File: src/rtl/core/lrer_pkg.sv
// shared types, codes and parse tables of the lr expression recognizer
`timescale 1ns / 1ps

package lrer_pkg;

    // default sizes
    localparam int STACK_DEPTH_DEF = 64;
    localparam int FIFO_DEPTH_DEF  = 2;

    localparam int NUM_STATES = 20;
    localparam int NUM_COLS   = 10;
    localparam int NUM_NTERMS = 3;
    localparam int NUM_RULES  = 11;

    // verdict codes
    localparam logic [1:0] VERDICT_PARSING = 2'd0;
    localparam logic [1:0] VERDICT_ACCEPT  = 2'd1;
    localparam logic [1:0] VERDICT_REJECT  = 2'd2;

    // error codes
    localparam logic [1:0] ERR_NONE  = 2'd0;
    localparam logic [1:0] ERR_CHAR  = 2'd1;
    localparam logic [1:0] ERR_CELL  = 2'd2;
    localparam logic [1:0] ERR_STACK = 2'd3;

    // token columns
    localparam logic [3:0] COL_ID     = 4'd0;
    localparam logic [3:0] COL_NUM    = 4'd1;
    localparam logic [3:0] COL_PLUS   = 4'd2;
    localparam logic [3:0] COL_MINUS  = 4'd3;
    localparam logic [3:0] COL_MUL    = 4'd4;
    localparam logic [3:0] COL_DIV    = 4'd5;
    localparam logic [3:0] COL_POW    = 4'd6;
    localparam logic [3:0] COL_LPAREN = 4'd7;
    localparam logic [3:0] COL_RPAREN = 4'd8;
    localparam logic [3:0] COL_END    = 4'd9;

    typedef enum logic [1:0] {
        ACT_ERR,
        ACT_SHIFT,
        ACT_REDUCE,
        ACT_ACCEPT
    } t_act;

    typedef enum logic [1:0] {
        TOK_SYM,
        TOK_SPACE,
        TOK_BAD
    } t_tok_kind;

    typedef struct packed {
        logic [7:0] ch;
        logic       line_end;
    } t_in;

    typedef struct packed {
        logic [1:0] verdict;
        logic [1:0] error_kind;
        logic [4:0] top_state;
        logic [6:0] depth;
    } t_out;

    // classified character as seen by the parse engine
    typedef struct packed {
        logic       line_end;
        t_tok_kind  kind;
        logic [3:0] col;
    } t_tok;

    localparam t_act ACT_KIND [NUM_STATES][NUM_COLS] = '{
        '{ACT_SHIFT, ACT_SHIFT, ACT_ERR, ACT_SHIFT, ACT_ERR,
          ACT_ERR, ACT_ERR, ACT_SHIFT, ACT_ERR, ACT_ERR},
        '{ACT_ERR, ACT_ERR, ACT_SHIFT, ACT_SHIFT, ACT_ERR,
          ACT_ERR, ACT_ERR, ACT_ERR, ACT_ERR, ACT_ACCEPT},
        '{ACT_ERR, ACT_ERR, ACT_REDUCE, ACT_REDUCE, ACT_SHIFT,
          ACT_SHIFT, ACT_SHIFT, ACT_ERR, ACT_REDUCE, ACT_REDUCE},
        '{ACT_ERR, ACT_ERR, ACT_REDUCE, ACT_REDUCE, ACT_REDUCE,
          ACT_REDUCE, ACT_REDUCE, ACT_ERR, ACT_REDUCE, ACT_REDUCE},
        '{ACT_SHIFT, ACT_SHIFT, ACT_ERR, ACT_SHIFT, ACT_ERR,
          ACT_ERR, ACT_ERR, ACT_SHIFT, ACT_ERR, ACT_ERR},
        '{ACT_ERR, ACT_ERR, ACT_REDUCE, ACT_REDUCE, ACT_REDUCE,
          ACT_REDUCE, ACT_REDUCE, ACT_ERR, ACT_REDUCE, ACT_REDUCE},
        '{ACT_ERR, ACT_ERR, ACT_REDUCE, ACT_REDUCE, ACT_REDUCE,
          ACT_REDUCE, ACT_REDUCE, ACT_ERR, ACT_REDUCE, ACT_REDUCE},
        '{ACT_SHIFT, ACT_SHIFT, ACT_ERR, ACT_ERR, ACT_ERR,
          ACT_ERR, ACT_ERR, ACT_SHIFT, ACT_ERR, ACT_ERR},
        '{ACT_SHIFT, ACT_SHIFT, ACT_ERR, ACT_ERR, ACT_ERR,
          ACT_ERR, ACT_ERR, ACT_SHIFT, ACT_ERR, ACT_ERR},
        '{ACT_SHIFT, ACT_SHIFT, ACT_ERR, ACT_ERR, ACT_ERR,
          ACT_ERR, ACT_ERR, ACT_SHIFT, ACT_ERR, ACT_ERR},
        '{ACT_SHIFT, ACT_SHIFT, ACT_ERR, ACT_ERR, ACT_ERR,
          ACT_ERR, ACT_ERR, ACT_SHIFT, ACT_ERR, ACT_ERR},
        '{ACT_SHIFT, ACT_SHIFT, ACT_ERR, ACT_ERR, ACT_ERR,
          ACT_ERR, ACT_ERR, ACT_SHIFT, ACT_ERR, ACT_ERR},
        '{ACT_ERR, ACT_ERR, ACT_SHIFT, ACT_SHIFT, ACT_ERR,
          ACT_ERR, ACT_ERR, ACT_ERR, ACT_SHIFT, ACT_ERR},
        '{ACT_ERR, ACT_ERR, ACT_REDUCE, ACT_REDUCE, ACT_SHIFT,
          ACT_SHIFT, ACT_SHIFT, ACT_ERR, ACT_REDUCE, ACT_REDUCE},
        '{ACT_ERR, ACT_ERR, ACT_REDUCE, ACT_REDUCE, ACT_SHIFT,
          ACT_SHIFT, ACT_SHIFT, ACT_ERR, ACT_REDUCE, ACT_REDUCE},
        '{ACT_ERR, ACT_ERR, ACT_REDUCE, ACT_REDUCE, ACT_REDUCE,
          ACT_REDUCE, ACT_REDUCE, ACT_ERR, ACT_REDUCE, ACT_REDUCE},
        '{ACT_ERR, ACT_ERR, ACT_REDUCE, ACT_REDUCE, ACT_REDUCE,
          ACT_REDUCE, ACT_REDUCE, ACT_ERR, ACT_REDUCE, ACT_REDUCE},
        '{ACT_ERR, ACT_ERR, ACT_REDUCE, ACT_REDUCE, ACT_REDUCE,
          ACT_REDUCE, ACT_REDUCE, ACT_ERR, ACT_REDUCE, ACT_REDUCE},
        '{ACT_ERR, ACT_ERR, ACT_REDUCE, ACT_REDUCE, ACT_REDUCE,
          ACT_REDUCE, ACT_REDUCE, ACT_ERR, ACT_REDUCE, ACT_REDUCE},
        '{ACT_ERR, ACT_ERR, ACT_REDUCE, ACT_REDUCE, ACT_REDUCE,
          ACT_REDUCE, ACT_REDUCE, ACT_ERR, ACT_REDUCE, ACT_REDUCE}
    };

    localparam logic [4:0] ACT_NUM [NUM_STATES][NUM_COLS] = '{
        '{5'd5, 5'd6, 5'd0, 5'd8, 5'd0, 5'd0, 5'd0, 5'd4, 5'd0, 5'd0},
        '{5'd0, 5'd0, 5'd7, 5'd8, 5'd0, 5'd0, 5'd0, 5'd0, 5'd0, 5'd0},
        '{5'd0, 5'd0, 5'd3, 5'd3, 5'd9, 5'd10, 5'd11, 5'd0, 5'd3, 5'd3},
        '{5'd0, 5'd0, 5'd7, 5'd7, 5'd7, 5'd7, 5'd7, 5'd0, 5'd7, 5'd7},
        '{5'd5, 5'd6, 5'd0, 5'd8, 5'd0, 5'd0, 5'd0, 5'd4, 5'd0, 5'd0},
        '{5'd0, 5'd0, 5'd9, 5'd9, 5'd9, 5'd9, 5'd9, 5'd0, 5'd9, 5'd9},
        '{5'd0, 5'd0, 5'd10, 5'd10, 5'd10, 5'd10, 5'd10, 5'd0, 5'd10, 5'd10},
        '{5'd5, 5'd6, 5'd0, 5'd0, 5'd0, 5'd0, 5'd0, 5'd4, 5'd0, 5'd0},
        '{5'd5, 5'd6, 5'd0, 5'd0, 5'd0, 5'd0, 5'd0, 5'd4, 5'd0, 5'd0},
        '{5'd5, 5'd6, 5'd0, 5'd0, 5'd0, 5'd0, 5'd0, 5'd4, 5'd0, 5'd0},
        '{5'd5, 5'd6, 5'd0, 5'd0, 5'd0, 5'd0, 5'd0, 5'd4, 5'd0, 5'd0},
        '{5'd5, 5'd6, 5'd0, 5'd0, 5'd0, 5'd0, 5'd0, 5'd4, 5'd0, 5'd0},
        '{5'd0, 5'd0, 5'd7, 5'd8, 5'd0, 5'd0, 5'd0, 5'd0, 5'd17, 5'd0},
        '{5'd0, 5'd0, 5'd1, 5'd1, 5'd9, 5'd10, 5'd11, 5'd0, 5'd1, 5'd1},
        '{5'd0, 5'd0, 5'd2, 5'd2, 5'd9, 5'd10, 5'd11, 5'd0, 5'd2, 5'd2},
        '{5'd0, 5'd0, 5'd4, 5'd4, 5'd4, 5'd4, 5'd4, 5'd0, 5'd4, 5'd4},
        '{5'd0, 5'd0, 5'd5, 5'd5, 5'd5, 5'd5, 5'd5, 5'd0, 5'd5, 5'd5},
        '{5'd0, 5'd0, 5'd8, 5'd8, 5'd8, 5'd8, 5'd8, 5'd0, 5'd8, 5'd8},
        '{5'd0, 5'd0, 5'd4, 5'd4, 5'd4, 5'd4, 5'd4, 5'd0, 5'd4, 5'd4},
        '{5'd0, 5'd0, 5'd11, 5'd11, 5'd11, 5'd11, 5'd11, 5'd0, 5'd11, 5'd11}
    };

    localparam logic [4:0] GOTO_STATE [NUM_STATES][NUM_NTERMS] = '{
        '{5'd1, 5'd2, 5'd3},   '{5'd14, 5'd2, 5'd3}, '{5'd0, 5'd0, 5'd0},
        '{5'd0, 5'd0, 5'd0},   '{5'd12, 5'd2, 5'd3}, '{5'd0, 5'd0, 5'd0},
        '{5'd0, 5'd0, 5'd0},   '{5'd0, 5'd13, 5'd3}, '{5'd19, 5'd14, 5'd3},
        '{5'd0, 5'd0, 5'd15},  '{5'd0, 5'd0, 5'd16}, '{5'd0, 5'd0, 5'd18},
        '{5'd19, 5'd0, 5'd0},  '{5'd0, 5'd0, 5'd0},  '{5'd0, 5'd0, 5'd0},
        '{5'd0, 5'd0, 5'd0},   '{5'd0, 5'd0, 5'd0},  '{5'd0, 5'd0, 5'd0},
        '{5'd0, 5'd0, 5'd0},   '{5'd0, 5'd0, 5'd0}
    };

    localparam logic [1:0] RULE_LEN [NUM_RULES] = '{
        2'd3, 2'd2, 2'd1, 2'd3, 2'd3, 2'd3, 2'd1, 2'd3, 2'd1, 2'd1, 2'd2
    };

    localparam logic [1:0] RULE_LHS [NUM_RULES] = '{
        2'd0, 2'd0, 2'd0, 2'd1, 2'd1, 2'd1, 2'd1, 2'd2, 2'd2, 2'd2, 2'd2
    };

endpackage

File: src/rtl/core/lrer_fifo.sv
// small register fifo used between the front, the parse engine and the result port
`timescale 1ns / 1ps

module lrer_fifo #(
    parameter int WIDTH = 1,
    parameter int DEPTH = lrer_pkg::FIFO_DEPTH_DEF
) (
    input  logic             i_clk,
    input  logic             i_rst_n,
    input  logic             i_push,
    input  logic [WIDTH-1:0] i_wdata,
    output logic             o_full,
    input  logic             i_pop,
    output logic [WIDTH-1:0] o_rdata,
    output logic             o_empty
);

    localparam int PW = (DEPTH > 1) ? $clog2(DEPTH) : 1;
    localparam int CW = $clog2(DEPTH + 1);

    logic [WIDTH-1:0] r_mem [DEPTH];
    logic [PW-1:0]    r_wr_ptr;
    logic [PW-1:0]    r_rd_ptr;
    logic [CW-1:0]    r_count;
    logic             do_push;
    logic             do_pop;

    assign o_full  = (r_count == CW'(DEPTH));
    assign o_empty = (r_count == '0);
    assign do_push = i_push && !o_full;
    assign do_pop  = i_pop && !o_empty;
    assign o_rdata = r_mem[r_rd_ptr];

    always_ff @(posedge i_clk) begin
        if (!i_rst_n) begin
            r_wr_ptr <= '0;
            r_rd_ptr <= '0;
            r_count  <= '0;
        end else begin
            if (do_push) begin
                r_wr_ptr <= (r_wr_ptr == PW'(DEPTH - 1)) ? '0 : r_wr_ptr + PW'(1);
            end
            if (do_pop) begin
                r_rd_ptr <= (r_rd_ptr == PW'(DEPTH - 1)) ? '0 : r_rd_ptr + PW'(1);
            end
            if (do_push && !do_pop) begin
                r_count <= r_count + CW'(1);
            end else if (do_pop && !do_push) begin
                r_count <= r_count - CW'(1);
            end
        end
    end

    always_ff @(posedge i_clk) begin
        if (do_push) begin
            r_mem[r_wr_ptr] <= i_wdata;
        end
    end

endmodule

File: src/rtl/core/lrer_front.sv
// character classifier: maps an input beat to a token column or a skip/bad code
`timescale 1ns / 1ps

module lrer_front (
    input  lrer_pkg::t_in  i_data,
    output lrer_pkg::t_tok o_tok
);

    localparam logic [7:0] CH_SPACE  = 8'h20;
    localparam logic [7:0] CH_ID     = 8'h69;
    localparam logic [7:0] CH_NUM    = 8'h6E;
    localparam logic [7:0] CH_PLUS   = 8'h2B;
    localparam logic [7:0] CH_MINUS  = 8'h2D;
    localparam logic [7:0] CH_MUL    = 8'h2A;
    localparam logic [7:0] CH_DIV    = 8'h2F;
    localparam logic [7:0] CH_POW    = 8'h5E;
    localparam logic [7:0] CH_LPAREN = 8'h28;
    localparam logic [7:0] CH_RPAREN = 8'h29;
    localparam logic [7:0] CH_DOLLAR = 8'h24;

    always_comb begin
        o_tok.line_end = i_data.line_end;
        o_tok.kind     = lrer_pkg::TOK_SYM;
        o_tok.col      = lrer_pkg::COL_END;
        if (!i_data.line_end) begin
            unique case (i_data.ch)
                CH_SPACE:  o_tok.kind = lrer_pkg::TOK_SPACE;
                CH_ID:     o_tok.col  = lrer_pkg::COL_ID;
                CH_NUM:    o_tok.col  = lrer_pkg::COL_NUM;
                CH_PLUS:   o_tok.col  = lrer_pkg::COL_PLUS;
                CH_MINUS:  o_tok.col  = lrer_pkg::COL_MINUS;
                CH_MUL:    o_tok.col  = lrer_pkg::COL_MUL;
                CH_DIV:    o_tok.col  = lrer_pkg::COL_DIV;
                CH_POW:    o_tok.col  = lrer_pkg::COL_POW;
                CH_LPAREN: o_tok.col  = lrer_pkg::COL_LPAREN;
                CH_RPAREN: o_tok.col  = lrer_pkg::COL_RPAREN;
                CH_DOLLAR: o_tok.col  = lrer_pkg::COL_END;
                default:   o_tok.kind = lrer_pkg::TOK_BAD;
            endcase
        end
    end

endmodule

File: src/rtl/core/lrer_back.sv
// parse engine: state stack memory, action/goto lookup and reduce loop
`timescale 1ns / 1ps

module lrer_back #(
    parameter int STACK_DEPTH = lrer_pkg::STACK_DEPTH_DEF
) (
    input  logic           i_clk,
    input  logic           i_rst_n,
    input  lrer_pkg::t_tok i_tok,
    input  logic           i_tok_valid,
    output logic           o_tok_pop,
    output lrer_pkg::t_out o_res,
    output logic           o_res_push,
    input  logic           i_res_full
);

    localparam int AW          = (STACK_DEPTH > 1) ? $clog2(STACK_DEPTH) : 1;
    localparam int CW          = $clog2(STACK_DEPTH + 1);
    localparam int GUARD_LIMIT = 4 * STACK_DEPTH + 16;
    localparam int GW          = $clog2(GUARD_LIMIT + 2);

    typedef enum logic [1:0] {
        ST_IDLE,
        ST_ACT,
        ST_GOTO
    } t_state;

    t_state         r_state, n_state;
    logic [4:0]     r_top, n_top;
    logic [CW-1:0]  r_cnt, n_cnt;
    logic [1:0]     r_skip, n_skip;
    logic [GW-1:0]  r_guard, n_guard;
    logic [3:0]     r_col, n_col;
    logic [1:0]     r_lhs, n_lhs;
    logic           r_rd_zero, n_rd_zero;

    logic [4:0]     r_stack [STACK_DEPTH];
    logic [4:0]     r_rd;
    logic           mem_we;
    logic [AW-1:0]  mem_waddr;
    logic [4:0]     mem_wdata;
    logic [AW-1:0]  mem_raddr;

    lrer_pkg::t_act kind;
    logic [4:0]     num;
    logic [3:0]     rule_idx;
    logic [1:0]     len;
    logic [CW-1:0]  pop_cnt;
    logic [4:0]     below;
    logic [4:0]     goto_top;
    logic           emit;
    logic [1:0]     verdict;
    logic [1:0]     err;

    always_comb begin
        kind      = lrer_pkg::ACT_KIND[r_top][r_col];
        num       = lrer_pkg::ACT_NUM[r_top][r_col];
        rule_idx  = 4'(num - 5'd1);
        len       = lrer_pkg::RULE_LEN[rule_idx];
        pop_cnt   = r_cnt - CW'(len);
        below     = r_rd_zero ? 5'd0 : r_rd;
        goto_top  = lrer_pkg::GOTO_STATE[below][r_lhs];

        n_state   = r_state;
        n_top     = r_top;
        n_cnt     = r_cnt;
        n_skip    = r_skip;
        n_guard   = r_guard;
        n_col     = r_col;
        n_lhs     = r_lhs;
        n_rd_zero = r_rd_zero;
        o_tok_pop = 1'b0;
        emit      = 1'b0;
        verdict   = lrer_pkg::VERDICT_PARSING;
        err       = lrer_pkg::ERR_NONE;
        mem_we    = 1'b0;
        mem_waddr = AW'(r_cnt);
        mem_wdata = num;
        mem_raddr = AW'(pop_cnt - CW'(1));

        unique case (r_state)
            ST_IDLE: begin
                // only take a token when the result queue has room for its beat
                if (i_tok_valid && !i_res_full) begin
                    o_tok_pop = 1'b1;
                    if (!i_tok.line_end && r_skip != 2'd0) begin
                        // characters after an i or n token are dropped unchecked
                        n_skip = r_skip - 2'd1;
                        emit   = 1'b1;
                    end else begin
                        n_skip = 2'd0;
                        if (i_tok.kind == lrer_pkg::TOK_SPACE) begin
                            emit = 1'b1;
                        end else if (i_tok.kind == lrer_pkg::TOK_BAD) begin
                            emit = 1'b1;
                            err  = lrer_pkg::ERR_CHAR;
                        end else begin
                            n_col   = i_tok.col;
                            n_guard = '0;
                            n_state = ST_ACT;
                        end
                    end
                end
            end
            ST_ACT: begin
                if (r_top >= 5'(lrer_pkg::NUM_STATES) || r_guard > GW'(GUARD_LIMIT)) begin
                    emit = 1'b1;
                    err  = lrer_pkg::ERR_CELL;
                end else begin
                    unique case (kind)
                        lrer_pkg::ACT_SHIFT: begin
                            emit = 1'b1;
                            if (r_cnt >= CW'(STACK_DEPTH)) begin
                                err = lrer_pkg::ERR_STACK;
                            end else begin
                                mem_we = 1'b1;
                                n_cnt  = r_cnt + CW'(1);
                                n_top  = num;
                                if (r_col == lrer_pkg::COL_ID) begin
                                    n_skip = 2'd1;
                                end else if (r_col == lrer_pkg::COL_NUM) begin
                                    n_skip = 2'd2;
                                end
                            end
                        end
                        lrer_pkg::ACT_REDUCE: begin
                            if (num == 5'd0 || num > 5'(lrer_pkg::NUM_RULES)) begin
                                emit = 1'b1;
                                err  = lrer_pkg::ERR_CELL;
                            end else if (CW'(len) >= r_cnt) begin
                                emit = 1'b1;
                                err  = lrer_pkg::ERR_STACK;
                            end else begin
                                // entry zero is never written; a read of it is replaced by state 0 through r_rd_zero
                                n_cnt     = pop_cnt;
                                n_rd_zero = (pop_cnt == CW'(1));
                                n_lhs     = lrer_pkg::RULE_LHS[rule_idx];
                                n_guard   = r_guard + GW'(1);
                                n_state   = ST_GOTO;
                            end
                        end
                        lrer_pkg::ACT_ACCEPT: begin
                            emit    = 1'b1;
                            verdict = lrer_pkg::VERDICT_ACCEPT;
                        end
                        default: begin
                            emit = 1'b1;
                            err  = lrer_pkg::ERR_CELL;
                        end
                    endcase
                end
            end
            ST_GOTO: begin
                if (below >= 5'(lrer_pkg::NUM_STATES)) begin
                    emit = 1'b1;
                    err  = lrer_pkg::ERR_CELL;
                end else begin
                    mem_we    = 1'b1;
                    mem_wdata = goto_top;
                    n_cnt     = r_cnt + CW'(1);
                    n_top     = goto_top;
                    n_state   = ST_ACT;
                end
            end
            default: begin
                n_state = ST_IDLE;
            end
        endcase

        if (err != lrer_pkg::ERR_NONE) begin
            verdict = lrer_pkg::VERDICT_REJECT;
        end
        if (emit) begin
            n_state = ST_IDLE;
            if (verdict != lrer_pkg::VERDICT_PARSING) begin
                n_top  = 5'd0;
                n_cnt  = CW'(1);
                n_skip = 2'd0;
            end
        end

        o_res_push          = emit;
        o_res.verdict       = verdict;
        o_res.error_kind    = err;
        o_res.top_state     = n_top;
        o_res.depth         = 7'(n_cnt);
    end

    always_ff @(posedge i_clk) begin
        if (!i_rst_n) begin
            r_state   <= ST_IDLE;
            r_top     <= 5'd0;
            r_cnt     <= CW'(1);
            r_skip    <= 2'd0;
            r_guard   <= '0;
            r_col     <= lrer_pkg::COL_END;
            r_lhs     <= 2'd0;
            r_rd_zero <= 1'b1;
        end else begin
            r_state   <= n_state;
            r_top     <= n_top;
            r_cnt     <= n_cnt;
            r_skip    <= n_skip;
            r_guard   <= n_guard;
            r_col     <= n_col;
            r_lhs     <= n_lhs;
            r_rd_zero <= n_rd_zero;
        end
    end

    always_ff @(posedge i_clk) begin
        if (mem_we) begin
            r_stack[mem_waddr] <= mem_wdata;
        end
        r_rd <= r_stack[mem_raddr];
    end

endmodule

File: src/rtl/core/lr_expression_recognizer_core.sv
// top level of the lr expression recognizer: classifier, token queue, parse engine
// path: dropped, space and bad characters go through the token queue and straight to the result
//   queue; a token also passes the ACT state and, per reduction, the GOTO state
// throughput: one dropped or space character per cycle while the result queue has room; a token
//   holds the parse engine, which takes no new token meanwhile, with a stack read and a goto push per reduction
// reset: synchronous, active low; queues empty, stack back to the single state-0 entry,
//   no clearing pass (entry zero is never written, other entries are written before use)
`timescale 1ns / 1ps

module lr_expression_recognizer_core #(
    parameter int STACK_DEPTH = lrer_pkg::STACK_DEPTH_DEF
) (
    input  logic           i_clk,
    input  logic           i_rst_n,
    // input side: one character beat per push
    input  logic           push,
    output logic           full,
    input  lrer_pkg::t_in  i_data,
    // result side: one result beat per input beat
    output logic           empty,
    input  logic           pop,
    output lrer_pkg::t_out o_data
);

    localparam int TOK_W = $bits(lrer_pkg::t_tok);
    localparam int RES_W = $bits(lrer_pkg::t_out);

    lrer_pkg::t_tok front_tok;   // classified beat entering the token queue
    lrer_pkg::t_tok queued_tok;  // oldest token waiting for the parse engine
    logic           tok_empty;
    logic           tok_pop;
    lrer_pkg::t_out res;
    logic           res_push;
    logic           res_full;

    // front: classify the character as it is accepted
    lrer_front u_front (
        .i_data (i_data),
        .o_tok  (front_tok)
    );

    // token queue decouples the front from the parse engine
    lrer_fifo #(
        .WIDTH (TOK_W),
        .DEPTH (lrer_pkg::FIFO_DEPTH_DEF)
    ) u_tok_fifo (
        .i_clk   (i_clk),
        .i_rst_n (i_rst_n),
        .i_push  (push),
        .i_wdata (front_tok),
        .o_full  (full),
        .i_pop   (tok_pop),
        .o_rdata (queued_tok),
        .o_empty (tok_empty)
    );

    // back: shift/reduce engine with the state stack
    lrer_back #(
        .STACK_DEPTH (STACK_DEPTH)
    ) u_back (
        .i_clk       (i_clk),
        .i_rst_n     (i_rst_n),
        .i_tok       (queued_tok),
        .i_tok_valid (!tok_empty),
        .o_tok_pop   (tok_pop),
        .o_res       (res),
        .o_res_push  (res_push),
        .i_res_full  (res_full)
    );

    // result queue lets the engine run on while a result beat waits for pop
    lrer_fifo #(
        .WIDTH (RES_W),
        .DEPTH (lrer_pkg::FIFO_DEPTH_DEF)
    ) u_res_fifo (
        .i_clk   (i_clk),
        .i_rst_n (i_rst_n),
        .i_push  (res_push),
        .i_wdata (res),
        .o_full  (res_full),
        .i_pop   (pop),
        .o_rdata (o_data),
        .o_empty (empty)
    );

endmodule

File: config.mk
export PLATFORM = sky130hd
export DESIGN_NAME = lr_expression_recognizer_core
export DESIGN_NICKNAME = d
export VERILOG_FILES = /design/src/rtl/core/lrer_pkg.sv /design/src/rtl/core/lrer_fifo.sv /design/src/rtl/core/lrer_front.sv /design/src/rtl/core/lrer_back.sv /design/src/rtl/core/lr_expression_recognizer_core.sv
export SDC_FILE = /design/constraint.sdc
export NUM_CORES = 1
export LEC_CHECK = 0
export BUFFER_PORTS_ARGS = -buffer_cell sky130_fd_sc_hd__buf_2
export CORE_ASPECT_RATIO = 0.9
export CORE_MARGIN = 5
export CORE_UTILIZATION = 50
export DETAILED_ROUTE_END_ITERATION = 8
export PLACE_DENSITY = 0.66
export RECOVER_POWER = 100
export SYNTH_ARGS = -nofsm -noshare
export SYNTH_HDL_FRONTEND = slang
export SYNTH_SLANG_ARGS = --single-unit
File: constraint.sdc
create_clock -name i_clk -period 9.43 [get_ports i_clk]
set_input_delay 0.943 -clock i_clk [delete_from_list [all_inputs] [get_ports i_clk]]
set_output_delay 0.943 -clock i_clk [all_outputs]
set_load 0.01 [all_outputs]
==> summary.txt <==
HOLD PATH
----------------------------------------------------------------------------------------------------
Type of the tightest min-delay check .................................................. flop to flop

WORST SETUP PATH
----------------------------------------------------------------------------------------------------
Slowest cell on the critical path ..................................................... sky130_fd_sc_hd__o311ai_0
Critical path capture point type ......................................................         flop
Crit path cell chain .................................................................. inv_1, ha_1, o21ai_0, nand3_1, o211a_1, nor4_1, inv_1, ha_1, inv_1, a31oi_1, nor2_1, a21oi_1, a21o_1, ha_4, nand2_1, o21ai_0, nand2_1, and3_1, o2111a_1, o311ai_0, o21ai_0, a21oi_1
Path type of the worst setup path ..................................................... flop to flop
Worst EP required .....................................................................      9920 ps
CP max stage delay ....................................................................      2090 ps
Worst EP arrival ......................................................................      8220 ps
Startpoint kind of the worst setup timing path ........................................         flop
Maximum fanout encountered on the critical timing path ................................           24

FLOW RUN
----------------------------------------------------------------------------------------------------
Reported max-cap violation count ......................................................            6

TIMING
----------------------------------------------------------------------------------------------------
RSZ-0062 raised after global routing ..................................................           no
Final period util .....................................................................       81.92%
Fmax ..................................................................................    129.4 MHz
Min cycle time layout .................................................................      7725 ps
Final count of negative-setup-slack endpoints .........................................            0
Count of final max-slew check failures ................................................          339
Number of endpoints with negative hold slack in the final report ......................            0
Largest clock skew in the final design ................................................     17.54 ps
Worst slew margin relative to its limit ...............................................      -99.48%
Actual slew at the worst max-slew pin .................................................      2992 ps
Setup TNS .............................................................................         0 ps

POWER
----------------------------------------------------------------------------------------------------
Part of the total power dissipated in sequential elements .............................        29.3%
Fraction of power spent switching nets ................................................       37.52%
Highest ir drop seen on vdd ...........................................................    0.4713 mV
Share of power burned in combinational logic ..........................................        49.4%
Cell Int Power ........................................................................   0.004824 W
Power density over the cells .......................................................... 365.1 nW/um^2
Sw power ..............................................................................   0.002898 W
Clock power share .....................................................................        21.2%
Leak Pwr ..............................................................................     6.692 nW

ROUTING
----------------------------------------------------------------------------------------------------
Number of DRC violations after detailed-routing iteration 0 ...........................         1275
Post-detailed-route via-to-cell ratio .................................................        6.117
Avg WL per Cell ....................................................................... 22.48 microns
Residual antenna-violating net count after detailed routing ...........................            0
Via count .............................................................................       11.76k
DRC violations left ...................................................................            0
Number of iterations in the first detailed-routing pass ...............................            6
Wire length reported by the detailed router ...........................................     43.21 mm

FINISH
----------------------------------------------------------------------------------------------------
Post-synthesis to final-layout area growth ............................................       9.632%
Number of fill cells in the layout ....................................................         3008
Top library cells by usage in the layout, fill and taps aside ......................... sky130_fd_sc_hd__edfxtp_1, sky130_fd_sc_hd__nor2_1, sky130_fd_sc_hd__mux4_2
Antenna fix cells .....................................................................            0
Final non-filler cell total ...........................................................         1922
Proportion of layout cells with a drive suffix above 1 ................................       14.53%
Register cell area after layout .......................................................  11930 sq um
Area used by multi-input combinational logic ..........................................   6870 sq um
Net count reported at finish ..........................................................         1449
Commonest non-fill, non-tap cell in the layout ........................................ sky130_fd_sc_hd__edfxtp_1

CLOCKING
----------------------------------------------------------------------------------------------------
TritonCTS clock tree ..................................................................          yes
Quantity of gates resized following cts ...............................................            0
CTS Hold Buffers Added ................................................................            0
H-tree lvl count ......................................................................            2
Clock Latency Late Sink ...............................................................       580 ps
Number of post-CTS setup repair buffers ...............................................            0
Clock tree buffer depth ...............................................................            3
CTS Root Buffer Type .................................................................. sky130_fd_sc_hd__clkbuf_16
Clock buffers created by TritonCTS ....................................................           43
Clock-pin slew reported for the worst setup and hold paths after clock tree synthesis .        60 ps
Sinks on Clock Net ....................................................................          413

SYNTHESIS
----------------------------------------------------------------------------------------------------
Parity-gate share of the synthesized area counting xor and xnor cells .................       1.181%
Syn Inst Count ........................................................................         1394
Register area share after synthesis ...................................................       61.85%
Number of library cell types mapped by synthesis ......................................           89
Number of register bits inferred by synthesis .........................................          413
Top flip-flop cell by instance count after synthesis .................................. sky130_fd_sc_hd__edfxtp_1
Multiplexer fraction of the synthesized cell area .....................................       12.64%
Dominant combinational cell family by area after synthesis ............................ multiplexers
Post-synthesis area per instance ......................................................  13.84 sq um
Yosys Warn Count ......................................................................            0
Number of enable flip-flop cells after synthesis ......................................          366
Simple-Gate Fraction of Synth Area ....................................................       10.38%
Async S/R FF share, synth .............................................................           0%
Post-synthesis adder-cell area fraction ...............................................       2.491%
Synth Net Count .......................................................................         1444
Netlist area before placement .........................................................  19290 sq um
Post-synthesis compound-gate area fraction ............................................       8.737%

FLOORPLANNING
----------------------------------------------------------------------------------------------------
I/O pin count .........................................................................           31
Initial Utilization ...................................................................       50.49%
Chip Width ............................................................................ 217.0 microns
Die Area ..............................................................................  42610 sq um
Placement Rows ........................................................................           68
Core box area .........................................................................  38200 sq um
Vertical extent of the die ............................................................ 196.3 microns

GLOBAL ROUTING
----------------------------------------------------------------------------------------------------
First-pass GRT wire length ............................................................     67.21 mm
Via count of the first global-routing pass ............................................       11.38k
Largest net degree at the start of global routing .....................................           81
Grt total ovfl ........................................................................            0
Antenna violations before repair ......................................................            0
Global-route total usage across every layer ...........................................       20.13%

PLACED DESIGN
----------------------------------------------------------------------------------------------------
Port-buffer cells .....................................................................           30
Cells after DPL .......................................................................         1844
Placer congestion estimate ............................................................       0.8780
DPL Wire Length .......................................................................     27.45 mm

STATUS
----------------------------------------------------------------------------------------------------
Failing checks ........................................................................ capacitance limit, slew limit
Outcome ............................................................................... finished with violations

[critical path: cells and delay by family, from the launching register on]
kind / cells / cell delay (ps)
AO/OA/AOI/OAI: 10 / 3990
adder cells (fa/ha/maj): 3 / 1260
buffers and inverters: 3 / 420
flip-flops: 1 / 600
AND/OR/NAND/NOR: 6 / 1370
[sequential cells by signal, indices dropped and copies added, names as in the netlist, named ones only]
signal	cells
u_back.r_cnt	7
u_back.r_col	4
u_back.r_guard	9
u_back.r_lhs	2
u_back.r_rd	5
u_back.r_rd_zero	1
u_back.r_skip	2
u_back.r_stack	320
u_back.r_state	2
u_back.r_top	5
u_res_fifo.r_count	2
u_res_fifo.r_mem	32
u_res_fifo.r_rd_ptr	1
u_res_fifo.r_wr_ptr	1
u_tok_fifo.r_count	2
u_tok_fifo.r_mem	14
u_tok_fifo.r_rd_ptr	1
u_tok_fifo.r_wr_ptr	1
[per-stage QoR]
stage / power, W / hold slack, ps / setup slack (ps) / util, % / area, sq um
floorplan: 0.005137 / 471.8 / 3324 / - / 19290
global placement: 0.006085 / 482.6 / 2345 / 52.07 / 19890
detailed placement: 0.006145 / 488.8 / 2063 / 52.07 / 19890
CTS: 0.007788 / 505.6 / 2060 / 55.63 / 21250
global route: 0.008169 / 538.0 / 736.1 / 55.36 / 21150
finish: 0.007722 / 501.0 / 1705 / 55.36 / 21150
[path summary, 6_finish.rpt]
path	startpoint	endpoint	slack, ps	depth (start not counted)
worst min register to register	u_back.r_guard[4]$_SDFFE_PN0P_	u_back.r_guard[4]$_SDFFE_PN0P_	500	2
worst max-delay path	u_back.r_top[1]$_SDFF_PN0_	u_back.r_guard[3]$_SDFFE_PN0P_	1700	22
worst max register to register	u_back.r_top[1]$_SDFF_PN0_	u_back.r_guard[3]$_SDFFE_PN0P_	1700	22
worst min-delay path	u_back.r_guard[4]$_SDFFE_PN0P_	u_back.r_guard[4]$_SDFFE_PN0P_	500	2
[synthesized netlist by cell type, types with 5 or more instances]
cell type | count | share of area [%]
sky130_fd_sc_hd__clkbuf_1 | 57 | 1.1
sky130_fd_sc_hd__a211oi_1 | 33 | 1.3
sky130_fd_sc_hd__nor3_1 | 30 | 0.78
sky130_fd_sc_hd__buf_2 | 8 | 0.21
sky130_fd_sc_hd__or3_1 | 15 | 0.49
sky130_fd_sc_hd__o31a_1 | 6 | 0.27
sky130_fd_sc_hd__o211ai_1 | 8 | 0.31
sky130_fd_sc_hd__inv_1 | 42 | 0.82
sky130_fd_sc_hd__nor3b_1 | 6 | 0.23
sky130_fd_sc_hd__o21ai_0 | 56 | 1.5
sky130_fd_sc_hd__a21oi_1 | 65 | 1.7
sky130_fd_sc_hd__ha_1 | 36 | 2.3
sky130_fd_sc_hd__or2_2 | 6 | 0.19
sky130_fd_sc_hd__xor2_1 | 14 | 0.64
sky130_fd_sc_hd__a211o_1 | 6 | 0.27
sky130_fd_sc_hd__edfxtp_1 | 366 | 57
sky130_fd_sc_hd__o31ai_1 | 5 | 0.19
sky130_fd_sc_hd__o22ai_1 | 5 | 0.16
sky130_fd_sc_hd__mux2_2 | 19 | 1.1
sky130_fd_sc_hd__a31oi_1 | 12 | 0.39
sky130_fd_sc_hd__and3_1 | 11 | 0.36
sky130_fd_sc_hd__dfxtp_1 | 47 | 4.9
sky130_fd_sc_hd__nand2b_1 | 14 | 0.45
sky130_fd_sc_hd__mux2i_1 | 31 | 1.6
sky130_fd_sc_hd__nor2_1 | 143 | 2.8
sky130_fd_sc_hd__nand2_1 | 68 | 1.3
sky130_fd_sc_hd__nor2b_1 | 31 | 1.0
sky130_fd_sc_hd__buf_1 | 16 | 0.31
sky130_fd_sc_hd__nand4_1 | 7 | 0.23
sky130_fd_sc_hd__nand3_1 | 24 | 0.62
sky130_fd_sc_hd__nand3b_1 | 8 | 0.31
sky130_fd_sc_hd__and2_1 | 5 | 0.16
sky130_fd_sc_hd__nor4_1 | 6 | 0.19
sky130_fd_sc_hd__mux4_2 | 85 | 9.9
sky130_fd_sc_hd__xnor2_1 | 12 | 0.54
sky130_fd_sc_hd__a21o_1 | 5 | 0.19
[layer usage]
metal | up-vias | part of all wire (%) | track usage (%) | routed length (microns)
met1 | 5811 | 45 | 30.03 | 19330
met3 | 76 | 8.0 | 4.608 | 3473
met2 | 462 | 45 | 30.59 | 19540
met5 | - | 0 | 0 | 0
met4 | 0 | 2.0 | 4.751 | 875
li1 | 5408 | - | - | -
[final cells by class]
type | count | area share (%)
clock buffer | 50 | 5.212
clock inverter | 28 | 1.219
inverter | 45 | 0.7987
multi-input combinational | 851 | 32.49
sequential | 413 | 56.42
tap | 490 | 2.899
timing repair buffer | 45 | 0.9644
[power groups by stage]
stage	Combinational (W)	Clock, W	Sequential [W]
after floorplan	0.00292	0	0.00222
after global placement	0.00379	0	0.00229
after detailed placement	0.00385	0	0.00229
after CTS	0.00386	0.00167	0.00226
after global routing	0.00414	0.00175	0.00228
final	0.00382	0.00164	0.00227
[cell families (layout without fill, tap and decap cells)]
family / after synthesis / after routing
flip-flops: 413 / 413
buffers and inverters: 130 / 168
AO/OA/AOI/OAI: 252 / 252
XOR/XNOR: 26 / 26
multiplexers: 135 / 135
AND/OR/NAND/NOR: 400 / 400
adder cells (fa/ha/maj): 38 / 38
(Power assumes the default switching activity.)
